`config.mk`:
```
export PLATFORM = sky130hd
export DESIGN_NAME = symbol_deframer_fcs_check
export DESIGN_NICKNAME = d
export VERILOG_FILES = /design/src/sv/sdf_pkg.sv /design/src/sv/sdf_core.sv /design/src/sv/sdf_outq.sv /design/src/sv/symbol_deframer_fcs_check.sv
export SDC_FILE = /design/constraint.sdc
export NUM_CORES = 1
export LEC_CHECK = 0
export ABC_AREA = 1
export BUFFER_PORTS_ARGS = -buffer_cell sky130_fd_sc_hd__buf_2
export CORE_ASPECT_RATIO = 1.5
export CORE_MARGIN = 10
export CORE_UTILIZATION = 57
export DETAILED_ROUTE_END_ITERATION = 8
export HOLD_SLACK_MARGIN = 0.05
export PLACE_DENSITY_LB_ADDON = 0.08
export SLEW_MARGIN = 20
export SYNTH_ARGS = -nofsm -noshare
export SYNTH_HDL_FRONTEND = slang
export SYNTH_SLANG_ARGS = --single-unit
```
`constraint.sdc`:
```
create_clock -name i_clk -period 4.6 [get_ports i_clk]
set_input_delay 0.92 -clock i_clk [delete_from_list [all_inputs] [get_ports i_clk]]
set_output_delay 0.92 -clock i_clk [all_outputs]
set_load 0.02 [all_outputs]
```
`src/sv/sdf_pkg.sv`:
```
package sdf_pkg;

    localparam logic [6:0]  MAX_OCTETS = 7'd127;
    localparam logic [6:0]  COUNT_SAT  = 7'd127;
    localparam logic [15:0] CRC_POLY   = 16'h1021;
    localparam int          QDEPTH     = 4;
    localparam int          QPTR_W     = $clog2(QDEPTH);
    localparam int          QCNT_W     = $clog2(QDEPTH + 1);

    localparam logic [1:0] ST_GOOD     = 2'd0;
    localparam logic [1:0] ST_MISMATCH = 2'd1;
    localparam logic [1:0] ST_BADLEN   = 2'd2;

    localparam logic KIND_OCTET  = 1'b0;
    localparam logic KIND_STATUS = 1'b1;

    typedef struct packed {
        logic [3:0] symbol;
        logic       frame_end;
    } t_sdf_in_req;

    typedef struct packed {
        logic       kind;
        logic [7:0] octet;
        logic [1:0] frame_status;
        logic [6:0] frame_length;
        logic       last_of_run;
    } t_sdf_out_req;

    typedef struct packed {
        logic [1:0]   num;
        t_sdf_out_req first;
        t_sdf_out_req second;
    } t_sdf_push;

    function automatic logic [7:0] reverse8(input logic [7:0] v);
        logic [7:0] r;
        for (int k = 0; k < 8; k++) begin
            r[7-k] = v[k];
        end
        return r;
    endfunction

    function automatic logic [15:0] crc_feed(input logic [15:0] crc, input logic [7:0] b);
        logic [15:0] c;
        c = crc ^ {b, 8'h00};
        for (int k = 0; k < 8; k++) begin
            c = c[15] ? ({c[14:0], 1'b0} ^ CRC_POLY) : {c[14:0], 1'b0};
        end
        return c;
    endfunction

endpackage

```
`src/sv/sdf_core.sv`:
```
module sdf_core #(
    parameter logic [6:0] MAX_FRAME_OCTETS = sdf_pkg::MAX_OCTETS
) (
    input  logic                 i_clk,
    input  logic                 i_rst_n,
    input  logic                 i_take,
    input  sdf_pkg::t_sdf_in_req i_req,
    output sdf_pkg::t_sdf_push   o_push
);
    import sdf_pkg::*;

    logic        r_phase, n_phase;
    logic [3:0]  r_low, n_low;
    logic [15:0] r_crc, n_crc;
    logic [7:0]  r_held0, n_held0;
    logic [7:0]  r_held1, n_held1;
    logic [1:0]  r_held_cnt, n_held_cnt;
    logic [6:0]  r_cnt, n_cnt;
    logic        r_too_long, n_too_long;

    logic [7:0]   oct;
    logic [15:0]  fcs;
    logic [1:0]   status;
    t_sdf_out_req res_oct;
    t_sdf_out_req res_st;

    always_comb begin
        n_phase    = r_phase;
        n_low      = r_low;
        n_crc      = r_crc;
        n_held0    = r_held0;
        n_held1    = r_held1;
        n_held_cnt = r_held_cnt;
        n_cnt      = r_cnt;
        n_too_long = r_too_long | (r_cnt >= MAX_FRAME_OCTETS);
        oct        = {i_req.symbol, r_low};

        if (!r_phase) begin
            n_low   = i_req.symbol;
            n_phase = 1'b1;
        end else begin
            n_phase = 1'b0;
            if (r_held_cnt == 2'd2) begin
                n_crc   = crc_feed(r_crc, reverse8(r_held0));
                n_held0 = r_held1;
                n_held1 = oct;
            end else begin
                if (r_held_cnt[0]) begin
                    n_held1 = oct;
                end else begin
                    n_held0 = oct;
                end
                n_held_cnt = r_held_cnt + 2'd1;
            end
            if (r_cnt < COUNT_SAT) begin
                n_cnt = r_cnt + 7'd1;
            end
        end

        fcs = {reverse8(n_held0), reverse8(n_held1)};
        if (n_phase || n_cnt < 7'd2 || n_too_long) begin
            status = ST_BADLEN;
        end else if (fcs == n_crc) begin
            status = ST_GOOD;
        end else begin
            status = ST_MISMATCH;
        end

        res_oct              = '0;
        res_oct.kind         = KIND_OCTET;
        res_oct.octet        = oct;
        res_oct.last_of_run  = ~i_req.frame_end;
        res_st               = '0;
        res_st.kind          = KIND_STATUS;
        res_st.frame_status  = status;
        res_st.frame_length  = n_cnt;
        res_st.last_of_run   = 1'b1;

        o_push = '0;
        if (i_take) begin
            if (r_phase && i_req.frame_end) begin
                o_push.num    = 2'd2;
                o_push.first  = res_oct;
                o_push.second = res_st;
            end else if (r_phase) begin
                o_push.num   = 2'd1;
                o_push.first = res_oct;
            end else if (i_req.frame_end) begin
                o_push.num   = 2'd1;
                o_push.first = res_st;
            end
        end

        if (i_req.frame_end) begin
            n_phase    = 1'b0;
            n_low      = '0;
            n_crc      = '0;
            n_held0    = '0;
            n_held1    = '0;
            n_held_cnt = '0;
            n_cnt      = '0;
            n_too_long = 1'b0;
        end
    end

    always_ff @(posedge i_clk) begin
        if (!i_rst_n) begin
            r_phase    <= 1'b0;
            r_low      <= '0;
            r_crc      <= '0;
            r_held0    <= '0;
            r_held1    <= '0;
            r_held_cnt <= '0;
            r_cnt      <= '0;
            r_too_long <= 1'b0;
        end else if (i_take) begin
            r_phase    <= n_phase;
            r_low      <= n_low;
            r_crc      <= n_crc;
            r_held0    <= n_held0;
            r_held1    <= n_held1;
            r_held_cnt <= n_held_cnt;
            r_cnt      <= n_cnt;
            r_too_long <= n_too_long;
        end
    end

endmodule

```
`src/sv/sdf_outq.sv`:
```
module sdf_outq (
    input  logic                  i_clk,
    input  logic                  i_rst_n,
    input  sdf_pkg::t_sdf_push    i_push,
    output logic                  o_no_room,
    output logic                  o_out_valid,
    input  logic                  i_out_stall,
    output sdf_pkg::t_sdf_out_req o_out_req
);
    import sdf_pkg::*;

    t_sdf_out_req      r_mem [QDEPTH];
    logic [QPTR_W-1:0] r_wr, r_rd;
    logic [QCNT_W-1:0] r_count;
    logic              pop;
    logic [QPTR_W-1:0] wr_next;

    assign pop         = (r_count != '0) && !i_out_stall;
    assign o_out_valid = (r_count != '0);
    assign o_out_req   = r_mem[r_rd];
    assign o_no_room   = (r_count > QCNT_W'(QDEPTH - 2));
    assign wr_next     = r_wr + QPTR_W'(1);

    always_ff @(posedge i_clk) begin
        if (i_push.num != 2'd0) begin
            r_mem[r_wr] <= i_push.first;
        end
        if (i_push.num == 2'd2) begin
            r_mem[wr_next] <= i_push.second;
        end
    end

    always_ff @(posedge i_clk) begin
        if (!i_rst_n) begin
            r_wr    <= '0;
            r_rd    <= '0;
            r_count <= '0;
        end else begin
            r_wr    <= r_wr + QPTR_W'(i_push.num);
            r_rd    <= r_rd + QPTR_W'(pop);
            r_count <= r_count + QCNT_W'(i_push.num) - QCNT_W'(pop);
        end
    end

endmodule

```
`src/sv/symbol_deframer_fcs_check.sv`:
```
// Channel | Direction | Handshake               | Payload
// in      | input     | i_in_valid / o_in_stall | i_in_req  (symbol, frame_end)
// out     | output    | o_out_valid/ i_out_stall | o_out_req (kind, octet, status, length, last)
//
// One symbol is accepted per cycle while o_in_stall is low; its state update (octet pairing,
// one-octet CRC step, FCS compare) completes in that cycle and its 0 to 2 results are
// registered into a 4-entry result queue that presents them at the output in order.
// o_in_stall rises while the queue has room for fewer than two results.
// i_rst_n is synchronous, active low, and empties the queue and clears frame state.
module symbol_deframer_fcs_check #(
    parameter logic [6:0] MAX_FRAME_OCTETS = sdf_pkg::MAX_OCTETS
) (
    input  logic                  i_clk,
    input  logic                  i_rst_n,
    input  logic                  i_in_valid,
    output logic                  o_in_stall,
    input  sdf_pkg::t_sdf_in_req  i_in_req,
    output logic                  o_out_valid,
    input  logic                  i_out_stall,
    output sdf_pkg::t_sdf_out_req o_out_req
);
    import sdf_pkg::*;

    logic      take;
    t_sdf_push push;

    assign take = i_in_valid && !o_in_stall;

    sdf_core #(
        .MAX_FRAME_OCTETS (MAX_FRAME_OCTETS)
    ) u_core (
        .i_clk   (i_clk),
        .i_rst_n (i_rst_n),
        .i_take  (take),
        .i_req   (i_in_req),
        .o_push  (push)
    );

    sdf_outq u_outq (
        .i_clk       (i_clk),
        .i_rst_n     (i_rst_n),
        .i_push      (push),
        .o_no_room   (o_in_stall),
        .o_out_valid (o_out_valid),
        .i_out_stall (i_out_stall),
        .o_out_req   (o_out_req)
    );

endmodule

```
---- Word-level counts from Yosys, hierarchy flattened ----
Memory sizes are Yosys's and may differ from the RTL's. A register that Yosys moved wholly into a read port is not among the register bits.
Index checks and enable logic that the tools add are counted.
storage, ports and cells
  logic and storage cells ................. 93
  memories ................................ 1
  bits of input ports ..................... 9
  output and inout port bits .............. 21
  register bits after elaboration ......... 54
  RAM bits ................................ 76
cells by class
  reduce and logical (&&, ||, !) cells .... 12
  multiplexer cells ....................... 42
  eq/ne operators ......................... 5
  add/subtract/negate cells ............... 7
  bitwise logic cells ..................... 11
  $lt $le $gt $ge ......................... 4
memories
  memory        words  width  rd ports  clocked after memory_dff  write ports  RTL line        RTL
  u_outq.r_mem  4      19     1         1                         2            sdf_outq.sv:12  t_sdf_out_req r_mem [QDEPTH];
operators with widths
  operator                                            number
  2-to-1 mux 13 bit                                   8
  2-to-1 mux 8 bit                                    8
  2-to-1 mux 16 bit                                   3
  2-to-1 mux 21 bit                                   2
  2-to-1 mux 40 bit                                   1
  inverter 3 bit                                      8
  2-to-1 mux 7 bit                                    3
  2-to-1 mux 20 bit                                   1
  2-to-1 mux 19 bit                                   1
  equality test 16 bit                                1
  XOR 16 bit                                          1
  2-to-1 mux 2 bit                                    5
  2-to-1 mux 1 bit                                    8
  2-to-1 mux 4 bit                                    2
  adder 7 x 1 -> 7 bit, second input constant         1
  >= comparator 7 bit, second input constant          1
  < comparator 7 x 2 -> 1 bit, second input constant  1
  < comparator 7 bit, second input constant           1
  adder 2 x 1 -> 2 bit, second input constant         2
  equality test 2 bit, second input constant          2
  != test 2 bit, second input constant                2
  nonzero test 2 bit                                  2
  adder 3 x 2 -> 3 bit                                1
  > comparator 3 x 2 -> 1 bit, second input constant  1
  other kinds (11)                                    15

---- Logic depth before layout (Yosys ltp) ----
Gate-level depths: netlist of the first run.
  depth in word-level cells ............... 29
  depth in mapped cells ................... 17

---- Modules after synthesis ----
Synthesis of the first run repeated with hierarchy kept, for this count alone.
unflattened totals
  cell total of the unflattened synthesis .. 1037
  area, all modules ....................... 7636.1 um^2
modules (own cells, without submodules)
  module                     instances  sequential area each (um^2)  area an instance (um^2)  cells an instance
  sdf_outq                   1          2422.3                       4130.2                   431
  sdf_core                   1          940.9                        3495.9                   604
  symbol_deframer_fcs_check  1          0.0                          10.0                     2

---- Worst setup path before layout of the first run ----
No wires, ideal clock.
  path kind ............................... input to register
  start point ............................. in i_in_req[0] (netlist bit)
  end point ............................... mem u_outq.r_mem[1][0] (netlist bit), enable pin
  path slack .............................. 1992 ps
  path buffers ............................ 1
  library setup time ...................... 345 ps
  arrival ................................. 2263 ps
  stages on the path ...................... 9
  cells stage by stage .................... inv_1 -> ha_1 -> inv_1 -> nor2_1 -> nor2_1 -> nor2_1 -> inv_1 -> clkbuf_1 -> nand2_1
RTL lines
  element             RTL line                         RTL
  start: declaration  symbol_deframer_fcs_check.sv:17  input sdf_pkg::t_sdf_in_req i_in_req,
  end: declaration    sdf_outq.sv:12

==> impl_results.md, run 1 <==
- Final setup violation count: 0
- Commonest non-fill, non-tap cell in the layout: nand2_1
- FF-to-FF setup slack: 1.34 ns
- Worst IR Drop VDD: 252.4 uV
- Critical Setup Path Class: reg -> out
- WL/cell: 15.17 um
- Post-synthesis sequential area ratio: 0.4304
- Drt first pass iters: 5
- Antenna diodes: 0
- Hold path startpoint: u_outq.r_mem[2][17]$_SDFFE_PP0P_
- Initial core utilization: 0.5854
- Total grt overflow: 0
- Endpoints failing hold: 0
- Top-Level Pins: 30
- Number of H-tree levels: 4
- Worst setup SP type: register
- CTS tree: built
- Clock share of power: 0.359
- Max Freq: 264.0 MHz
- RR Startpoint: u_core.r_phase$_SDFFE_PN0P_
- RSZ-0062 raised after global routing: no
- Worst Path Required: 3.68 ns
- Clk root buf: clkbuf_16
- Final period utilization: 0.8235
- Global Route Usage Sum: 0.2095
- Sw Ratio: 0.3460
- Die X: 110.9 um
- Worst hold stages: 2
- Synth unique cells: 37
- DRC: 0
- Worst-margin pin slew: 0.9835 ns
- First-pass GRT wire length: 30220 um
- Cells after Synth: 1020
- Final worst path period need: 3.788 ns
- Clock Pin Slew Worst Setup and Hold Paths: 0.06 ns
- Hold Crit Endpoint: u_outq.r_mem[2][17]$_SDFFE_PP0P_
- Crit path DAT: 2.87 ns
- Pre-CTS WS: 0.9862 ns
- Pwr dens: 463.8 nW/um^2
- Sequential share of power: 0.365
- Die Y: 156.4 um
- Netlist Area Pre-Place: 7071 um^2
- Die area: 17350 um^2
- CTS Buffer Depth: 2
- Most frequent cells in the layout: nand2_1, nor2_1, inv_1
- Switching power: 0.001259 W
- Final Core Density: 0.6496
- Post-Route WL: 18170 um
- PnR worst setup slack: 0.8118 ns
- Core area: 12080 um^2
- Max FO, Critical Path: 40
- Comb pwr share: 0.276
- Gpl congestion: 0.8719
- Max-slew violations: 0
- Status: finished, final reports clean
- Post-CTS setup buffers: 0
- Post-CTS Hold Fix Bufs: 0
- Placement row count: 49
- R2R depth: 9
- Antenna viol nets, final: 0
- Syn Area/Cell: 6.932 um^2
- Post-detailed-placement half-perimeter wirelength: 12960 um
- TritonCTS Buffers: 17
- Clock tree sinks: 130
- Static leakage: 3.197 nW
- Relative max-transition margin: 0.3403
- Vias in the first global route: 6374
- Pint: 0.002380 W
- Setup TNS: 0 ns
- Synthesized flop and latch total: 130
- Antenna violations before repair: 0
- Clk_skew: 0.007298 ns
- Post-cts resize count: 0
- Hold WC Path Type: reg -> reg
- I/O Buffers: 29
- Largest net degree at the start of global routing: 51
- Vias per cell: 5.467
- Starting DRT DRC Count: 505
- Max Cap Viol: 0
- Worst-skew pair later-pin latency: 0.42 ns
- Warning count from the yosys run: 0
- Nets: 1053
- Synth-to-Final Area Change: 10.97%
- Post-Syn Nets: 1041
- DR vias: 6549
- R2r endpoint: u_outq.r_mem[2][0]$_DFFE_PP_
- Crit end category: primary output
- Pwr Total: 0.003639 W
- Layout cells sized above 1: 0.09665
==> critical path: stages, from the launching register on <==
cell	delay, ns
dfxtp_1	0.31
buf_4	0.34
clkinv_1	0.88
o21ai_0	0.63
o22ai_1	0.11
buf_2	0.18
==> routing by layer <==
layer	global-route usage	routed length [um]
met5	0	0
met3	0.04248	782
met4	0.1063	625
met2	0.3846	9539
met1	0.2218	7227
==> logic make-up after synthesis <==
kind of cell,share of synthesized area
AND/OR/NAND/NOR,0.3221
AO/OA/AOI/OAI,0.1341
buffers and inverters,0.08246
flip-flops,0.4304
adder cells (fa/ha/maj),0.02230
XOR/XNOR,0.008671
==> sequential cells by signal (all words and copies together) (netlist names) <==
register	flops
u_outq.r_mem	76
u_core.r_crc	16
u_core.r_held0	8
u_core.r_held1	8
u_core.r_cnt	7
u_core.r_low	4
u_outq.r_count	3
u_core.r_held_cnt	2
u_outq.r_rd	2
u_outq.r_wr	2
u_core.r_phase	1
u_core.r_too_long	1
==> worst max-delay path by stage <==
stage	endpoint	start	slack, ns
5_1_grt	o_out_req[4]	u_outq.r_rd[0]$_SDFF_PN0_	0.54
4_1_cts	o_out_req[4]	u_outq.r_rd[0]$_SDFF_PN0_	1.19
3_5_place_dp	u_outq.r_mem[2][4]$_DFFE_PP_	i_in_req[0]	0.99
2_1_floorplan	u_outq.r_mem[1][0]$_DFFE_PP_	i_in_req[0]	1.99
3_3_place_gp	u_outq.r_mem[3][4]$_DFFE_PP_	i_in_req[0]	1.07
6_report	o_out_req[4]	u_outq.r_rd[0]$_SDFF_PN0_	0.81
==> power groups by stage <==
| stage | sequential, W | combinational (W) | clock (W) |
|---|---|---|---|
| 2_1_floorplan | 0.00134 | 0.000724 | 0 |
| 3_3_place_gp | 0.00135 | 0.00100 | 0 |
| 3_5_place_dp | 0.00135 | 0.00101 | 0 |
| 4_1_cts | 0.00133 | 0.00101 | 0.00132 |
| 5_1_grt | 0.00134 | 0.00113 | 0.00137 |
| 6_report | 0.00133 | 0.00101 | 0.00131 |
==> through the flow <==
| stage | instance area (um^2) | instances | hold WS (ns) |
|---|---|---|---|
| finish | 7846 | 1198 | 0.4602 |
| global route | 7846 | 1198 | 0.4818 |
| CTS | 7846 | 1198 | 0.4588 |
| detailed placement | 7273 | 1166 | 0.4503 |
| global placement | 7273 | 1166 | 0.4454 |
| floorplan | 7071 | 1020 | 0.4359 |
==> cells in the mapped netlist (all sizes together) <==
| cell | instances | area share |
|---|---|---|
| clkinv | 1 | 0.00053 |
| a22oi | 4 | 0.0042 |
| nor3 | 9 | 0.0064 |
| o211ai | 4 | 0.0042 |
| nand2 | 329 | 0.18 |
| clkbuf | 31 | 0.016 |
| inv | 106 | 0.056 |
| o21bai | 2 | 0.0037 |
| nor4 | 1 | 0.00089 |
| o22ai | 22 | 0.019 |
| nand3b | 2 | 0.0021 |
| a21oi | 78 | 0.055 |
| xor2 | 4 | 0.0050 |
| a211oi | 1 | 0.0011 |
| xnor2 | 3 | 0.0037 |
| nor2 | 111 | 0.064 |
| buf | 11 | 0.0092 |
| dfxtp | 86 | 0.24 |
| nand3 | 91 | 0.068 |
| ha | 11 | 0.019 |
| nand4 | 2 | 0.0018 |
| o21ai | 63 | 0.046 |
| fa | 1 | 0.0028 |
| edfxtp | 44 | 0.19 |
| or2 | 3 | 0.0027 |
==> cell type report <==
type | instances | area [um^2]
clock buffer | 23 | 494.2
sequential | 130 | 3043
fill | 1101 | 4232
clock inverter | 9 | 78.83
timing repair buffer | 35 | 190.2
multi-input combinational | 741 | 3447
inverter | 107 | 401.6
tap | 153 | 191.4
(Power assumes the default switching activity.)
==> run 2, diff against run 1 <==
- ABC_AREA: 1 -> 0
- clock period: 4.6 -> 3.75 ns (I/O delays scaled with it)
==> run 2 against run 1 <==
Compared with the run above: largest cell class unchanged; critical path depth up 5; clock skew up 0.0010 ns; non-clock buffer count up 6; global-route usage down 0.40 points; sequential power up 21%; cell area down 4.6%; first-iteration DRC count down 58%; flip-flop and latch count unchanged; worst hold slack worse by 0.012 ns; utilization up 0.66 points; power up 13%; die area down 6.0%.
==> impl_results.md, run 2 <==
- Most frequent cells in the layout: nand2_1, dfxtp_1, o21ai_0
- Die area: 16310 um^2 (-6.0%)
- Final Core Density: 0.6563 (+0.006607)
- EDFF count, synth: 44 (unchanged)
- Synth Flop Type: dfxtp_1
- Critical Path Max Stage Delay: 0.55 ns (-0.33 ns)
- Post-CTS Hold Fix Bufs: 0 (unchanged)
- Pwr dens: 547.8 nW/um^2 (+18%)
- Max Freq: 310.5 MHz
- DRC: 0 (unchanged)
- Worst IR Drop VDD: 333.3 uV (+32%)
- Post-Syn Nets: 689 (-34%)
- Warning count from the yosys run: 0 (unchanged)
- Post-detailed-placement half-perimeter wirelength: 11130 um (-14%)
- Crit path max-delay family: simple AND/OR/NAND/NOR gates
- Worst-margin pin slew: 1.036 ns (+0.05232 ns)
- Antenna viol nets, final: 0 (unchanged)
- Drt first pass iters: 4 (-1)
- WL/cell: 18.40 um (+21%)
- Die X: 107.7 um (-2.9%)
- Initial core utilization: 0.5760 (-0.009427)
- Clock Pin Slew Worst Setup and Hold Paths: 0.06 ns (about the same)
- Post-synth top cells: nand2_1, dfxtp_1, o21ai_0
- Ys async rst share: 0 (unchanged)
- Largest family of logic cells by synthesized area: simple AND/OR/NAND/NOR gates
- Worst-skew pair later-pin latency: 0.41 ns (about the same)
- R2R depth: 10 (+1)
- I/O Buffers: 29 (unchanged)
- Synth Area in Compound Gates: 0.1392 (+0.005023)
- Final worst path period need: 3.220 ns
- Number of H-tree levels: 4 (unchanged)
- Post-Route WL: 15790 um (-13%)
- Commonest non-fill, non-tap cell in the layout: nand2_1
- Top-count cell post-synth: nand2_1
- Post-synthesis sequential area ratio: 0.4630 (+0.03261)
- Top-Level Pins: 30 (unchanged)
- Largest register by flop count: u_outq.r_mem
- Status: finished, final reports clean
- Relative max-transition margin: 0.3085 (-0.03177)
- Vias in the first global route: 5075 (-20%)
- FILL cells: 940 (-15%)
- CTS Buffer Depth: 2 (unchanged)
- Placement row count: 48 (-2.0%)
- Adder-cell share of the synthesized area: 0.02399 (+0.001689)
- Static leakage: 2.788 nW (-13%)
- Synth-to-Final Area Change: 13.93%
- CTS tree: built
- Largest net degree at the start of global routing: 55 (+7.8%)
- Max Cap Viol: 0 (unchanged)
- Total grt overflow: 0 (unchanged)
- CP cell instances: inv_1 > ha_1 > buf_4 > nor2_2 > a22o_1 > a221oi_1 > mux2_1 > or4b_4 > nor4_4 > a211oi_1
- Critical path depth: 10 (+5)
- Worst setup SP type: register
- Antenna violations before repair: 0 (unchanged)
- Core area: 11410 um^2 (-5.5%)
- Cells after Synth: 668 (-35%)
- Synth Area in Simple Gates: 0.1799 (-0.1422)
- Endpoints failing hold: 0 (unchanged)
- Layout cells sized above 1: 0.1412 (+0.04459)
- Synthesized flop and latch total: 130 (unchanged)
- Max-slew violations: 0 (unchanged)
- Synth unique cells: 56 (+51%)
- Worst Path Required: 3.88 ns (+0.20 ns)
- Xor/xnor share of the synthesized area: 0.07500 (+0.06633)
- Crit path buffers/inverters: 2 (-1)
- Slowest cell on the critical path: or4b_4
- Post-CTS setup buffers: 0 (unchanged)
- Hold WC Path Type: reg -> reg
- Clock tree sinks: 130 (unchanged)
- RSZ-0062 raised after global routing: no
- TritonCTS Buffers: 17 (unchanged)
- Crit path DAT: 3.35 ns (+0.48 ns)
- Worst hold stages: 2 (unchanged)
- Largest cells by area after synthesis: dfxtp_1, edfxtp_1, mux4_2
- Clk_skew: 0.008316 ns (+0.001018 ns)
- Netlist Area Pre-Place: 6573 um^2 (-7.0%)
- Die Y: 151.5 um (-3.1%)
- Area leader, netlist: dfxtp_1
- Max FFs per register: 76 (unchanged)
- Antenna diodes: 0 (unchanged)
- Hold_ws: 0.4486 ns (-0.01155 ns)
- Vias per cell: 5.768 (+5.5%)
- Critical Setup Path Class: reg -> reg
- Final setup violation count: 0 (unchanged)
- Starting DRT DRC Count: 212 (-58%)
- Syn Area/Cell: 9.839 um^2 (+42%)
- Max FO, Critical Path: 11 (-73%)
- Final period utilization: 0.8587
- Nets: 716 (-32%)
- Clk root buf: clkbuf_16
- Post-synthesis mux area share: 0.09119 (+0.09119)
- Crit end category: register
- Global Route Usage Sum: 0.2055 (-0.003968)
- Setup TNS: 0 ns (unchanged)
- Synth top area share: 0.2619 (+0.01845)
- Post-cts resize count: 0 (unchanged)
- First-pass GRT wire length: 26240 um (-13%)
- Largest regs: u_outq.r_mem x76, u_core.r_crc x16
- Gpl congestion: 0.9035 (+3.6%)
- DR vias: 4949 (-24%)
-- run 2: cell count changes after synthesis, sizes merged, moves of 19 or more --
cell   previous run  this run
inv             106        14
a22oi             4        23
a21oi            78        12
and2              0        31
nand3            91        13
mux4              0        19
nand2           329        94
xnor2             3        30
o22ai            22         1
nor2b             0        24
nor2            111        53
-- run 2: metal layers --
metal / GRT usage / share of wire / wire, um
met2: 0.3730 / 0.55 / 8623
met3: 0.03853 / 0.041 / 644
met4: 0.09786 / 0.029 / 459
met1: 0.2236 / 0.38 / 6063
met5: 0 / 0 / 0
-- run 2: cells by family after synthesis --
family                   after synthesis
adder cells (fa/ha/maj)               12
AO/OA/AOI/OAI                        149
AND/OR/NAND/NOR                      247
XOR/XNOR                              46
multiplexers                          36
buffers and inverters                 48
flip-flops                           130
-- run 2: worst reg2reg max path, delay by kind of cell, from the launching register on --
kind	cells	cell delay, ns
AND/OR/NAND/NOR	3	1.10
flip-flops	1	0.43
buffers and inverters	2	0.29
adder cells (fa/ha/maj)	1	0.33
AO/OA/AOI/OAI	3	0.47
multiplexers	1	0.32
-- run 2: area by class of cell --
type / instances / area [um^2] / share of cell area
sequential: 130 / 3043 / 0.4063
clock inverter: 11 / 113.9 / 0.01520
tap: 150 / 187.7 / 0.02506
timing repair buffer: 41 / 235.2 / 0.03141
multi-input combinational: 490 / 3347 / 0.4470
inverter: 15 / 56.30 / 0.007519
clock buffer: 21 / 505.5 / 0.06750
-- run 2: path summary, 6_finish.rpt --
kind                                           from                          endpoint  slack, ns
setup reg to reg  u_core.r_held_cnt[0]$_SDFFE_PN0P_      u_outq.r_mem[0][8]$_DFFE_PP_       0.53
hold / removal     u_outq.r_mem[3][17]$_SDFFE_PP0P_  u_outq.r_mem[3][17]$_SDFFE_PP0P_       0.45
hold reg to reg    u_outq.r_mem[3][17]$_SDFFE_PP0P_  u_outq.r_mem[3][17]$_SDFFE_PP0P_       0.45
setup / recovery  u_core.r_held_cnt[0]$_SDFFE_PN0P_      u_outq.r_mem[0][8]$_DFFE_PP_       0.53
-- run 2: power by group --
group / internal (W) / switching (W)
Clock: 0.00105 / 0.000637
Combinational: 0.000322 / 0.000489
Sequential: 0.00153 / 0.0000742
Total: 0.00290 / 0.00120
-- run 2: per-stage QoR --
step | area, um^2 | instances | setup slack [ns] | power, W
after floorplan | 6573 | 668 | 0.9617 | 0.002218
after detailed placement | 6869 | 826 | 0.5727 | 0.002454
final | 7488 | 858 | 0.5299 | 0.004102
after CTS | 7488 | 858 | 0.5584 | 0.004133
after global placement | 6869 | 826 | 0.6452 | 0.002436
after global routing | 7488 | 858 | 0.2887 | 0.004285
==> run 3, diff against run 2 <==
- CORE_UTILIZATION: 57 -> 50
- clock period: 3.75 -> 2.85 ns (I/O delays scaled with it)
==> run 3 against run 2 <==
Compared with the run above: worst setup slack got worse by 0.37 ns; first-iteration DRC count rose by 15%; clock power rose by 28%.
==> impl_results.md, run 3 (synthesized netlist as in run 2, its figures left out) <==
- DRC: 0 (unchanged)
- R2R depth: 7 (-3)
- PnR worst setup slack: 0.1576 ns (-0.3723 ns)
- Post-Layout Cell Count: 896 (+4.4%)
- Final period utilization: 0.9447 (+0.08600)
- Worst-margin pin slew: 0.7617 ns (-0.2741 ns)
- I/O Buffers: 29 (unchanged)
- Post-detailed-placement half-perimeter wirelength: 11470 um (+3.0%)
- Slowest cell on the critical path: or4b_4
- Gpl congestion: 0.8707 (-3.6%)
- Clock tree sinks: 130 (unchanged)
- Critical Path Max Stage Delay: 0.55 ns (about the same)
- Hold WC Path Type: reg -> reg
- TritonCTS Buffers: 17 (unchanged)
- Largest net degree at the start of global routing: 55 (unchanged)
- Worst-skew pair later-pin latency: 0.42 ns (about the same)
- Critical Setup Path Class: reg -> reg
- DR vias: 5042 (+1.9%)
- Final setup violation count: 0 (unchanged)
- Initial core utilization: 0.5074 (-0.06860)
- RR Startpoint: u_core.r_held0[3]$_SDFFE_PN0P_
- Drt first pass iters: 4 (unchanged)
- Max Cap Viol: 0 (unchanged)
- Register area: 3045 um^2 (about the same)
- Antenna diodes: 0 (unchanged)
- FF-to-FF setup slack: 0.16 ns (-0.37 ns)
- Clk root buf: clkbuf_16
- Core area: 12950 um^2 (+14%)
- Worst IR Drop VDD: 422.0 uV (+27%)
- First-pass GRT wire length: 26610 um (+1.4%)
- Vias per cell: 5.627 (-2.4%)
- Nets: 745 (+4.1%)
- Top-Level Pins: 30 (unchanged)
- Layout cells sized above 1: 0.1845 (+0.04329)
- CTS Buffer Depth: 2 (unchanged)
- Total grt overflow: 0 (unchanged)
- FILL cells: 1161 (+24%)
- Max FO, Critical Path: 6 (-5)
- Worst Path Required: 2.99 ns (-0.89 ns)
- Static leakage: 2.903 nW (+4.1%)
- Max Freq: 371.4 MHz (+20%)
- Number of H-tree levels: 4 (unchanged)
- Commonest non-fill, non-tap cell in the layout: nand2_1
- Max-slew violations: 0 (unchanged)
- Post-CTS Hold Fix Bufs: 0 (unchanged)
- CP cell instances: xor2_2 > xnor2_2 > xnor2_2 > mux2_1 > or4b_4 > nor4_4 > a211oi_1
- Relative max-transition margin: 0.4922 (+0.1837)
- Die area: 18230 um^2 (+12%)
- Antenna viol nets, final: 0 (unchanged)
- Die X: 113.6 um (+5.5%)
- Multi-input logic area: 3402 um^2 (+1.6%)
- Vias in the first global route: 5080 (+0.099%)
- Antenna violations before repair: 0 (unchanged)
- Crit path DAT: 2.83 ns (-0.52 ns)
- Placement row count: 51 (+6.3%)
- Pre-CTS WS: 0.06133 ns (-0.5114 ns)
- Worst setup SP type: register
- Starting DRT DRC Count: 243 (+15%)
- Final worst path period need: 2.692 ns (-0.5277 ns)
- WL/cell: 18.03 um (-2.0%)
- CTS tree: built
- Crit-path most repeated cell: xnor2_2
- Max FFs per register: 76 (unchanged)
- R2r endpoint: u_outq.r_mem[2][8]$_DFFE_PP_
- Die Y: 160.4 um (+5.9%)
- Pwr Total: 0.005378 W (+31%)
- Largest register by flop count: u_outq.r_mem
- Global Route Usage Sum: 0.1830 (-0.02251)
- Hold path startpoint: u_outq.r_mem[3][12]$_SDFFE_PP0P_
- Endpoints failing hold: 0 (unchanged)
- Clk_skew: 0.01409 ns (+0.005771 ns)
- Critical Path Sink: u_outq.r_mem[2][8]$_DFFE_PP_
- Most frequent cells in the layout: nand2_1, dfxtp_1, o21ai_0
- Post-Route WL: 16160 um (+2.3%)
- Synth-to-Final Area Change: 17.84%
- Clock Pin Slew Worst Setup and Hold Paths: 0.06 ns (about the same)
- Final Core Density: 0.5979 (-0.05836)
- Crit end category: register
- Inst Count DP: 863 (+4.5%)
- Worst Setup SP: u_core.r_held0[3]$_SDFFE_PN0P_
- Setup TNS: 0 ns (unchanged)
- Pwr dens: 694.4 nW/um^2 (+27%)
- Status: finished, final reports clean
- Largest regs: u_outq.r_mem x76, u_core.r_crc x16
[run 3: per-stage QoR]
step	hold WS, ns	cell area, um^2
after floorplan	0.4198	6573
final	0.4510	7745
after global routing	0.4765	7745
after CTS	0.4509	7676
after global placement	0.4289	7091
after detailed placement	0.4398	7091
[run 3: layout make-up]
type                    count  area share
flip-flops and latches    130      0.3932
clock inverters            14     0.02019
multi-input cells         490      0.4393
well taps                 159     0.02569
clock buffers              18     0.05541
inverters                  15    0.007270
repair buffers             70     0.05897
[run 3: report_power, final]
part	internal, W	switching [W]	total, W
combinational	0.000462	0.000685	0.00115
clock	0.00130	0.000848	0.00215
sequential	0.00202	0.0000653	0.00208
[run 3: how the worst min path moves through the flow]
stage,end,slack (ns),cells after the start
6_report,u_outq.r_mem[3][12]$_SDFFE_PP0P_,0.45,2
5_1_grt,u_outq.r_mem[3][15]$_SDFFE_PP0P_,0.48,2
4_1_cts,u_outq.r_mem[3][10]$_SDFFE_PP0P_,0.45,2
3_5_place_dp,u_outq.r_mem[3][12]$_SDFFE_PP0P_,0.44,2
3_3_place_gp,u_outq.r_mem[0][12]$_SDFFE_PP0P_,0.43,2
2_1_floorplan,u_outq.r_mem[2][10]$_SDFFE_PP0P_,0.42,2
[run 3: critical path, delay by kind of cell (launching register included)]
family / cells / cell delay [ns]
AOI/OAI and AO/OA: 1 / 0.13
xor gates and xnor gates: 3 / 0.61
DFF: 1 / 0.44
muxes: 1 / 0.34
and+or+nand+nor: 2 / 0.89
[run 3: timing repair]
| item | 4_1_cts | 5_1_grt |
|---|---|---|
| setup endpoints to repair | 0 | 4 |
| resized for setup | 0 | 12 |
| setup buffers | 0 | 1 |
[run 3: routing by layer]
metal | up-vias | GRT usage | share of wire
met5 | - | 0 | 0
met4 | 0 | 0.07755 | 0.029
met3 | 27 | 0.03766 | 0.036
met2 | 106 | 0.3256 | 0.53
met1 | 2423 | 0.2037 | 0.41
li1 | 2486 | - | -
